==> src/rtl/imf3_pkg.sv <==
// ----------------------------------------------------------------------------
// imf3_pkg
// shared types and constants of the 3x3 image filter
// ----------------------------------------------------------------------------
package imf3_pkg;

	typedef logic [7:0] pix_t;
	typedef pix_t [8:0] win_t;

	localparam logic [1:0] MODE_MEAN   = 2'd0;
	localparam logic [1:0] MODE_MEDIAN = 2'd1;

	localparam logic [1:0] REG_MODE = 2'd0;
	localparam logic [1:0] REG_ROWS = 2'd1;
	localparam logic [1:0] REG_COLS = 2'd2;

	localparam logic CMD_PIXEL = 1'b0;
	localparam logic CMD_DRAIN = 1'b1;

	// ceil(65536 / 9), exact floor(sum / 9) for sums up to 9 * 255
	localparam logic [12:0] RECIP9 = 13'd7282;

	typedef enum logic [3:0] {
		C_IDLE,
		C_SHIFT,
		C_LOAD,
		C_START,
		C_RUN,
		C_OUT,
		C_D0,
		C_D1,
		C_D2
	} ctrl_state_t;

	typedef enum logic [3:0] {
		F_IDLE,
		F_SUM,
		F_DIV,
		F_MED,
		F_GRAD,
		F_SQR,
		F_ADD,
		F_ROOT,
		F_DONE
	} filt_state_t;

	typedef enum logic [2:0] {
		NB_HOLD,
		NB_MAIN,
		NB_LAST,
		NB_D0,
		NB_D1,
		NB_D2
	} nb_sel_t;

	typedef struct packed {
		logic       mem_rd;
		logic       mem_wr;
		logic       px_load;
		logic       shift;
		nb_sel_t    nb_sel;
		logic       edge_r;
		logic       edge_c;
		logic [1:0] mode;
		logic       filt_start;
		logic       filt_edge;
		logic       out_load;
		logic       out_eor;
		logic       out_eof;
		logic       out_last;
	} dp_cmd_t;

	typedef struct packed {
		logic filt_done;
		logic out_free;
	} dp_sts_t;

endpackage

==> src/rtl/imf3_ctrl.sv <==
// ----------------------------------------------------------------------------
// imf3_ctrl
// sequencer, raster counters and configuration registers
// ----------------------------------------------------------------------------
module imf3_ctrl #(
	parameter int MAX_COLS = 2048,
	parameter int MAX_ROWS = 4096
) (
	input  logic                        clk,
	input  logic                        arst_n,
	input  logic                        in_valid,
	input  logic                        in_command,
	output logic                        in_ready,
	input  logic                        cfg_we,
	input  logic [1:0]                  cfg_index,
	input  logic [12:0]                 cfg_data,
	input  imf3_pkg::dp_sts_t           sts,
	output imf3_pkg::dp_cmd_t           cmd,
	output logic [$clog2(MAX_COLS)-1:0] addr
);

	localparam int CIDX_W = $clog2(MAX_COLS);
	localparam int RIDX_W = $clog2(MAX_ROWS);
	localparam int CCNT_W = $clog2(MAX_COLS + 1);
	localparam int RCNT_W = $clog2(MAX_ROWS + 1);

	imf3_pkg::ctrl_state_t state_q, state_d;

	logic [1:0]        mode_q;
	logic [12:0]       rows_q;
	logic [11:0]       cols_q;
	logic [31:0]       rows32, cols32;
	logic [RCNT_W-1:0] rows;
	logic [CCNT_W-1:0] cols;
	logic [RIDX_W-1:0] row_last, in_row_q;
	logic [CIDX_W-1:0] col_last, col_pen, in_col_q, drain_col_q, d_left, d_right;
	logic              draining_q;
	logic              accept, take_px, take_drain;
	logic              edge_r_q, edge_c_q, second_q, phase_q, is_drain_q, dlast_q;
	logic              produce;

	assign rows32   = 32'(rows_q);
	assign cols32   = 32'(cols_q);
	assign rows     = (rows32 < 32'd3) ? RCNT_W'(3) :
	                  (rows32 > 32'(MAX_ROWS)) ? RCNT_W'(MAX_ROWS) : RCNT_W'(rows32);
	assign cols     = (cols32 < 32'd3) ? CCNT_W'(3) :
	                  (cols32 > 32'(MAX_COLS)) ? CCNT_W'(MAX_COLS) : CCNT_W'(cols32);
	assign row_last = RIDX_W'(rows - RCNT_W'(1));
	assign col_last = CIDX_W'(cols - CCNT_W'(1));
	assign col_pen  = CIDX_W'(cols - CCNT_W'(2));
	assign d_left   = (drain_col_q == '0) ? CIDX_W'(1) : drain_col_q - CIDX_W'(1);
	assign d_right  = (drain_col_q == col_last) ? col_pen : drain_col_q + CIDX_W'(1);

	assign accept     = in_valid && (state_q == imf3_pkg::C_IDLE);
	assign take_px    = accept && in_command == imf3_pkg::CMD_PIXEL && !draining_q;
	assign take_drain = accept && in_command == imf3_pkg::CMD_DRAIN && draining_q;
	assign produce    = (in_row_q != '0) && (in_col_q != '0);

	always_comb begin
		state_d = state_q;
		unique case (state_q)
			imf3_pkg::C_IDLE: begin
				if (take_px) state_d = imf3_pkg::C_SHIFT;
				else if (take_drain) state_d = imf3_pkg::C_D0;
			end
			imf3_pkg::C_SHIFT: state_d = produce ? imf3_pkg::C_LOAD : imf3_pkg::C_IDLE;
			imf3_pkg::C_LOAD:  state_d = imf3_pkg::C_START;
			imf3_pkg::C_START: state_d = imf3_pkg::C_RUN;
			imf3_pkg::C_RUN:   if (sts.filt_done) state_d = imf3_pkg::C_OUT;
			imf3_pkg::C_OUT: begin
				if (sts.out_free)
					state_d = (!is_drain_q && !phase_q && second_q) ?
					          imf3_pkg::C_LOAD : imf3_pkg::C_IDLE;
			end
			imf3_pkg::C_D0: state_d = imf3_pkg::C_D1;
			imf3_pkg::C_D1: state_d = imf3_pkg::C_D2;
			imf3_pkg::C_D2: state_d = imf3_pkg::C_START;
			default:        state_d = imf3_pkg::C_IDLE;
		endcase
	end

	always_comb begin
		cmd            = '0;
		cmd.nb_sel     = imf3_pkg::NB_HOLD;
		cmd.edge_r     = edge_r_q;
		cmd.edge_c     = edge_c_q;
		cmd.mode       = mode_q;
		cmd.filt_edge  = is_drain_q || phase_q || edge_r_q || edge_c_q;
		cmd.out_eor    = is_drain_q ? dlast_q : phase_q;
		cmd.out_eof    = is_drain_q && dlast_q;
		cmd.out_last   = is_drain_q || phase_q || !second_q;
		addr           = in_col_q;
		in_ready       = (state_q == imf3_pkg::C_IDLE);
		unique case (state_q)
			imf3_pkg::C_IDLE: begin
				cmd.px_load = take_px;
				cmd.mem_rd  = take_px || take_drain;
				addr        = take_drain ? d_left : in_col_q;
			end
			imf3_pkg::C_SHIFT: begin
				cmd.shift  = 1'b1;
				cmd.mem_wr = 1'b1;
			end
			imf3_pkg::C_LOAD:  cmd.nb_sel = phase_q ? imf3_pkg::NB_LAST : imf3_pkg::NB_MAIN;
			imf3_pkg::C_START: cmd.filt_start = 1'b1;
			imf3_pkg::C_RUN:   ;
			imf3_pkg::C_OUT:   cmd.out_load = sts.out_free;
			imf3_pkg::C_D0: begin
				cmd.nb_sel = imf3_pkg::NB_D0;
				cmd.mem_rd = 1'b1;
				addr       = drain_col_q;
			end
			imf3_pkg::C_D1: begin
				cmd.nb_sel = imf3_pkg::NB_D1;
				cmd.mem_rd = 1'b1;
				addr       = d_right;
			end
			imf3_pkg::C_D2:    cmd.nb_sel = imf3_pkg::NB_D2;
			default: ;
		endcase
	end

	always_ff @(posedge clk or negedge arst_n) begin
		if (!arst_n) begin
			state_q     <= imf3_pkg::C_IDLE;
			mode_q      <= imf3_pkg::MODE_MEAN;
			rows_q      <= 13'd512;
			cols_q      <= 12'd512;
			in_row_q    <= '0;
			in_col_q    <= '0;
			drain_col_q <= '0;
			draining_q  <= 1'b0;
			edge_r_q    <= 1'b0;
			edge_c_q    <= 1'b0;
			second_q    <= 1'b0;
			phase_q     <= 1'b0;
			is_drain_q  <= 1'b0;
			dlast_q     <= 1'b0;
		end else begin
			state_q <= state_d;
			if (cfg_we && cfg_index == imf3_pkg::REG_MODE) begin
				mode_q <= cfg_data[1:0];
			end else if (cfg_we && (cfg_index == imf3_pkg::REG_ROWS ||
			                        cfg_index == imf3_pkg::REG_COLS)) begin
				if (cfg_index == imf3_pkg::REG_ROWS) rows_q <= cfg_data;
				else cols_q <= cfg_data[11:0];
				in_row_q    <= '0;
				in_col_q    <= '0;
				drain_col_q <= '0;
				draining_q  <= 1'b0;
			end else begin
				unique case (state_q)
					imf3_pkg::C_IDLE: begin
						if (take_px) is_drain_q <= 1'b0;
						if (take_drain) begin
							is_drain_q <= 1'b1;
							phase_q    <= 1'b0;
							edge_r_q   <= 1'b0;
							edge_c_q   <= 1'b0;
							second_q   <= 1'b0;
							dlast_q    <= (drain_col_q == col_last);
						end
					end
					imf3_pkg::C_SHIFT: begin
						phase_q  <= 1'b0;
						edge_r_q <= (in_row_q == RIDX_W'(1));
						edge_c_q <= (in_col_q == CIDX_W'(1));
						second_q <= (in_col_q == col_last);
						if (in_col_q == col_last) begin
							in_col_q <= '0;
							if (in_row_q == row_last) begin
								in_row_q    <= '0;
								draining_q  <= 1'b1;
								drain_col_q <= '0;
							end else begin
								in_row_q <= in_row_q + RIDX_W'(1);
							end
						end else begin
							in_col_q <= in_col_q + CIDX_W'(1);
						end
					end
					imf3_pkg::C_OUT: begin
						if (sts.out_free) begin
							if (!is_drain_q && !phase_q && second_q) phase_q <= 1'b1;
							if (is_drain_q) begin
								if (dlast_q) begin
									drain_col_q <= '0;
									draining_q  <= 1'b0;
									in_row_q    <= '0;
									in_col_q    <= '0;
								end else begin
									drain_col_q <= drain_col_q + CIDX_W'(1);
								end
							end
						end
					end
					default: ;
				endcase
			end
		end
	end

	a_col_range: assert property (@(posedge clk) disable iff (!arst_n)
		CCNT_W'(in_col_q) < cols && CCNT_W'(drain_col_q) < cols)
		else $error("raster column beyond frame width");

	a_drain_origin: assert property (@(posedge clk) disable iff (!arst_n)
		draining_q |-> in_row_q == '0 && in_col_q == '0)
		else $error("input counters not at origin while draining");

	a_out_free: assert property (@(posedge clk) disable iff (!arst_n)
		cmd.out_load |-> sts.out_free)
		else $error("output word overwritten before taken");

	a_done_run: assert property (@(posedge clk) disable iff (!arst_n)
		state_q == imf3_pkg::C_START |-> !sts.filt_done)
		else $error("filter busy when a new window starts");

endmodule

==> config.mk <==
export PLATFORM = sky130hd
export DESIGN_NAME = imf3_ctrl
export DESIGN_NICKNAME = d
export VERILOG_FILES = /design/src/rtl/imf3_pkg.sv /design/src/rtl/imf3_ctrl.sv
export SDC_FILE = /design/constraint.sdc
export NUM_CORES = 1
export LEC_CHECK = 0
export BUFFER_PORTS_ARGS = -buffer_cell sky130_fd_sc_hd__buf_4
export CORE_MARGIN = 5
export CORE_UTILIZATION = 52
export CTS_BUF_LIST = sky130_fd_sc_hd__clkbuf_4
export CTS_CLUSTER_SIZE = 14
export DETAILED_ROUTE_END_ITERATION = 8
export GPL_TIMING_DRIVEN = 0
export PLACE_DENSITY = 0.73
export SLEW_MARGIN = 20
export SYNTH_ARGS = -nofsm -noshare
export SYNTH_HDL_FRONTEND = slang
export SYNTH_SLANG_ARGS = --single-unit
==> constraint.sdc <==
create_clock -name clk -period 4.6 [get_ports clk]
set_input_delay 0.92 -clock clk [delete_from_list [all_inputs] [get_ports clk]]
set_output_delay 0.92 -clock clk [all_outputs]
set_load 0.02 [all_outputs]
==> results.yml, run 1 <==
run_status:
  status: "complete, but fails checks"
  violations: "setup timing"
placement:
  dp.cells: 1063
  port_buffers: 50
  placed_area_um2: 7183
  gp_congestion: 1.016
  dp_hpwl_mm: 15.21
worst_setup_path:
  path_class: "flip-flop to output port"
  path_max_fanout: 6
  cp.arrival_ps: 4060
  endpoint_kind: "output port"
  critPathRequiredTime_ps: 3680
  worstSetupStartpointType: "flip-flop"
pwr:
  ir_worst_vdd_mv: 0.3064
  p_leak_nw: 3.250
  powerDensity_nw_per_um2: 506.5
detailed_routing:
  vias_per_cell: 6.366
  detail-route-antenna-nets: 0
  drt_drc_violations_left: 0
  wl_mm: 21.30
  drtIter0Drc: 952
  vias: 6983
  drt-pass1-iter-count: 6
  wl_per_cell_um: 19.42
final_layout:
  fin_area_um2: 7772
  stdcell_count: 1097
  fin_nets: 955
  area_growth_pct: 18.30
  layout_commonest_cell: "nand2_1"
  n_fill_cell: 1181
  finalCoreUtilization_pct: 62.10
  final_cell_mix: "nand2_1, buf_4, nor2_1, dfrtp_1, o21ai_0"
  drive_above_1_share_pct: 21.32
yosys:
  ys_seq_area_share_pct: 27.46
  syn_nets: 877
  synth_cell_types: 77
  yosys_warnings: 0
  async_flop_share_pct: 100.0
  synth-edff-count: 0
  synthCells: 841
  synth-seq-cells: 72
  syn_area_per_cell_um2: 7.812
  synth_flop_cell: "dfrtp_1"
  synth_area_um2: 6570
cts:
  cts_tree: "built"
  cts-root-buf: "clkbuf_4"
  numCtsBuffers: 9
  htreeDepth: 3
  clock-sinks: 72
  clk_pin_slew_ps: 130
  clk_path_buf_depth: 2
  cts_hold_buffers: 0
  worstSkewPairLatency_ps: 480
floorplan:
  die-area_um2: 14980
  coreArea_um2: 12520
  fp.dieW_um: 122.4
  initial_core_util_pct: 52.49
  rows: 41
  die_h_um: 122.4
  ioPinCount: 51
sta:
  drv_slew: 0
  fin_skew_ps: 20.11
  rsz0062_at_grt: "true"
  fin_crit_sh_pct: 108.3
  worst_pin_slew_ps: 1006
  fin_crit_ps: 4982
  hold_violations: 0
  fmax_ghz: 0.2007
  fin_ws_ps: -381.9
  setup_viol: 10
  relSlewSlack_pct: 32.40
flow_run:
  maxCapViolCount: 0
min_path:
  min_path_type: "flip-flop to flip-flop"
global_route:
  grt_pass1_vias: 6345
  grt_max_degree: 73
  grt_pass1_wl_mm: 33.69
  grt_usage_pct: 28.52
  antenna_found_initial: 1
  grt_overflow: 0
==> layout make-up <==
type	instances	area, µm²	area share [%]
well taps	172	215.2	2.769
diodes	1	2.502	0.03220
repair buffers	72	570.5	7.341
multi-input cells	662	4552	58.56
inverters	34	127.6	1.642
clock buffers	10	75.07	0.9659
flip-flops and latches	72	1812	23.31
clock inverters	6	67.56	0.8693
plain buffers	68	350.3	4.507
==> layer usage <==
layer / routed length, µm / part of all wire (%) / vias to the layer above / global-route usage [%]
met5: 0 / 0 / - / 0
met3: 1831 / 8.6 / 50 / 5.023
li1: - / - / 3235 / -
met4: 500 / 2.3 / 0 / 8.747
met1: 9600 / 45 / 3319 / 42.05
met2: 9366 / 44 / 379 / 42.53
==> per-stage QoR <==
step	setup TNS (ps)	total power [mW]	setup WS [ps]	hold WS, ps
3_3_place_gp	-25900	3.204	-1324	490.8
6_report	-3448	3.937	-381.9	534.4
5_1_grt	-5260	4.200	-554.4	549.8
2_1_floorplan	0	2.571	7.248	465.9
4_1_cts	-3840	3.818	-415.6	533.5
3_5_place_dp	-24590	3.218	-1261	501.0
==> flip-flops by register name, indices dropped and copies added, names as in the netlist, 2 cells and up <==
name	flops
in_col_q	11
state_q	4
mode_q	2
rows_q	13
in_row_q	12
drain_col_q	11
cols_q	12
==> synthesized netlist by cell type, drive strengths merged, types with 5 or more instances <==
| library cell | number | area (µm²) |
|---|---|---|
| a211o | 6 | 52.55 |
| a211oi | 6 | 45.04 |
| a21o | 5 | 37.54 |
| a21oi | 33 | 165.2 |
| a221oi | 8 | 70.07 |
| a2bb2oi | 9 | 78.83 |
| a31oi | 7 | 43.79 |
| and3 | 17 | 106.4 |
| buf | 15 | 90.08 |
| clkbuf | 58 | 217.7 |
| dfrtp | 70 | 1752 |
| ha | 14 | 175.2 |
| inv | 34 | 127.6 |
| mux2 | 27 | 304.0 |
| mux2i | 8 | 80.08 |
| nand2 | 77 | 289.0 |
| nand2b | 23 | 143.9 |
| nand3 | 26 | 130.1 |
| nand3b | 5 | 37.54 |
| nand4 | 10 | 62.56 |
| nor2 | 68 | 257.8 |
| nor2b | 16 | 100.1 |
| nor3 | 31 | 160.1 |
| nor4 | 16 | 127.6 |
| o2111ai | 5 | 43.79 |
| o21ai | 77 | 389.1 |
| o22a | 7 | 61.31 |
| o31ai | 16 | 155.1 |
| or2 | 7 | 43.79 |
| or3 | 18 | 112.6 |
| or4 | 7 | 56.30 |
| xnor2 | 24 | 210.2 |
| xor2 | 17 | 148.9 |
==> power by group <==
part	total [mW]	switching, mW	internal (mW)
clock	0.439	0.264	0.174
combinational	2.50	1.50	1.00
sequential	0.999	0.211	0.788
==> critical path, stage by stage (launching register included) <==
cell     delay (ps)
dfrtp_2         420
or4_4           580
nor3_4          280
o21ai_4         100
buf_6           140
ha_4            180
and2_4          140
a41oi_2         160
o21ai_2         110
xor2_1          150
a31oi_1         180
nand4_1         170
or2_4           330
mux2i_2         170
a221o_1         340
buf_6           140
==> logic make-up after synthesis <==
kind of cell	share of synthesized area (%)
buf+inv	6.627
fa+ha+maj	2.666
flops	27.46
xor+xnor	5.466
simple gates	26.66
compound gates	24.93
mux	6.189
==> worst paths after layout <==
path | to | start | depth (start not counted) | slack, ps
worst min register to register | mode_q[0] | mode_q[0] | 1 | 530
min in group asynchronous | in_row_q[10] | arst_n | 1 | 570
worst max-delay path | addr[10] | cols_q[3] | 15 | -380
worst min-delay path | mode_q[0] | mode_q[0] | 1 | 530
worst max register to register | drain_col_q[4] | rows_q[8] | 14 | 240
max in group asynchronous | drain_col_q[0] | arst_n | 1 | 3330
==> repair_timing <==
action	4_1_cts	5_1_grt
pin swaps	13	13
resized for setup	53	38
buffers inserted	14	8
setup endpoints to repair	46	34
Note: power is estimated with default switching activity, not from simulation.
==> inputs of run 2 (changes only) <==
CORE_UTILIZATION = 30   (was 52)
PLACE_DENSITY = default   (was 0.73)
==> run 2 against run 1 <==
Against the previous run: the flow still finishes with violations (setup timing); total power down 0.15%; flip-flop and latch count unchanged; critical path depth unchanged; routed wire length grew 5.8%; sequential share of layout area fell by 0.47 points; clock power down 3%; combinational power barely moved; die area increased by 67%; cell count up 10%.
==> results.yml, run 2 (synthesis results as in run 1) <==
worst_setup_path:
  endpoint_kind: "output port"
  critPathTopFamily: "simple AND/OR/NAND/NOR gates"
  critPathRequiredTime_ps: 3680
  crit_path_cell_trace: "or4_4 > o41ai_4 > inv_2 > ha_4 > buf_6 > and2_4 > a41oi_2 > o21ai_2 > xor2_1 > a31oi_1 > nand4_1 > or2_4 > mux2i_1 > a221o_1 > buf_6"
  worstSetupStartpointType: "flip-flop"
  cp_slowest_cell: "or4_4"
  cp.arrival_ps: 4190
  slowest_delay_ps: 580
  cp_num_buf_inv: 3
  cpMostUsedCell: "buf_6"
  path_max_fanout: 6
  path_class: "flip-flop to output port"
global_route:
  grt_max_degree: 73
  antenna_found_initial: 1
  grt_usage_pct: 18.00
  grt_overflow: 0
  grt_pass1_vias: 6455
  grt_pass1_wl_mm: 35.87
run_status:
  status: "complete, but fails checks"
  violations: "setup timing"
floorplan:
  coreArea_um2: 21690
  initial_core_util_pct: 30.29
  die-area_um2: 24960
  fp.dieW_um: 158.0
  die_h_um: 158.0
  rows: 54
  ioPinCount: 51
sta:
  hold_violations: 0
  worst_pin_slew_ps: 962.6
  fin_crit_ps: 5114
  fin_ws_ps: -514.4
  fin_skew_ps: 22.65
  rsz0062_at_grt: "true"
  relSlewSlack_pct: 35.82
  fmax_ghz: 0.1955
  whs_ps: 526.0
  drv_slew: 0
  setup_viol: 10
  fin_crit_sh_pct: 111.2
placement:
  dp_hpwl_mm: 16.43
  gp_congestion: 0.9610
  port_buffers: 50
  dp.cells: 1171
flow_run:
  maxCapViolCount: 0
pwr:
  ir_worst_vdd_mv: 0.2806
  p_total_mw: 3.931
  powerDensity_nw_per_um2: 495.5
  p_leak_nw: 3.267
detailed_routing:
  drtIter0Drc: 654
  wl_per_cell_um: 18.65
  vias: 6882
  wl_mm: 22.54
  drt_drc_violations_left: 0
  drt-pass1-iter-count: 6
  vias_per_cell: 5.692
  detail-route-antenna-nets: 0
min_path:
  min_path_type: "flip-flop to flip-flop"
cts:
  cts_tree: "built"
  numCtsBuffers: 9
  cts-root-buf: "clkbuf_4"
  htreeDepth: 3
  clock-sinks: 72
  worstSkewPairLatency_ps: 470
  clk_path_buf_depth: 2
  clk_pin_slew_ps: 140
  cts_hold_buffers: 0
final_layout:
  drive_above_1_share_pct: 21.77
  layout_commonest_cell: "nand2_1"
  area_growth_pct: 20.76
  stdcell_count: 1209
  n_fill_cell: 2262
  top_register: "rows_q"
  largest_reg_flops: 13
  fin_nets: 959
  reg_top3: "rows_q x13, cols_q x12, in_row_q x12"
  final_cell_mix: "nand2_1, buf_4, nor2_1, dfrtp_1, o21ai_0"
## run 2: cell count changes in the layout (fill, tap and decap cells not counted), sizes merged
cell and delta:
buf +3, clkinv +2, inv -1
## run 2: per-stage QoR
step	setup WS, ps	util [%]	TNS (ps)	instance area [µm²]
floorplan	7.248	-	0	6593
global placement	-1405	33.74	-29510	7318
detailed placement	-1315	33.74	-26800	7318
CTS	-539.4	35.80	-4926	7765
global route	-654.4	36.58	-5595	7934
finish	-514.4	36.58	-4373	7934
## run 2: cell type report
type / count / area [µm²] / area share [%]
multi-input combinational: 662 / 4556 / 57.42
clock buffer: 9 / 67.56 / 0.8516
antenna: 1 / 2.502 / 0.03154
sequential: 72 / 1812 / 22.84
timing repair buffer: 76 / 611.8 / 7.712
clock inverter: 7 / 68.82 / 0.8674
inverter: 34 / 131.4 / 1.656
buffer: 68 / 334.1 / 4.211
tap: 280 / 350.3 / 4.416
## run 2: power by group
part           internal [mW]  switching, mW  leakage, nW
Sequential             0.788          0.206        0.887
Combinational           1.00           1.51         2.30
Clock                  0.166          0.263       0.0758
Total                   1.95           1.98         3.27
## run 2: what timing repair did
| action | 4_1_cts | 5_1_grt |
|---|---|---|
| setup buffers | 12 | 13 |
| gates cloned | 1 | 0 |
| hold endpoints to repair | 0 | 0 |
| resized for setup | 64 | 29 |
| pin swaps | 13 | 13 |
| setup endpoints to repair | 46 | 33 |
## run 2: worst reg2reg max path: stages (launching register included)
cell       delay [ps]
dfrtp_1           470
or4_4             600
nor3_4            240
o21ai_0           180
ha_2              270
or4b_2            610
o2111ai_1         130
o31a_1            160
and4_1            160
nand4_1           140
nor4_4            380
buf_4             170
nand2b_1          140
buf_2             230
nor2_1             80
a211o_1           270
## run 2: routing by layer
metal  wire, µm  global-route usage [%]  part of all wire, %  vias to the layer above
li1           -                       -                    -                     3243
met1      10100                   25.79                   45                     3321
met2      10550                   28.66                   47                      275
met3       1480                   2.542                  6.6                       43
met4        416                   4.509                  1.8                        0
met5          0                       0                    0                        -
## run 2: worst paths after layout
check                           slack (ps)  startpoint              to  depth (start not counted)
worst max-delay path                  -510   cols_q[3]        addr[10]                         15
worst min-delay path                   530   mode_q[0]       mode_q[0]                          1
worst max register to register         250   rows_q[8]    in_row_q[11]                         15
worst min register to register         530   mode_q[0]       mode_q[0]                          1
max in group asynchronous             3320      arst_n  drain_col_q[0]                          1
min in group asynchronous              570      arst_n     in_row_q[8]                          1
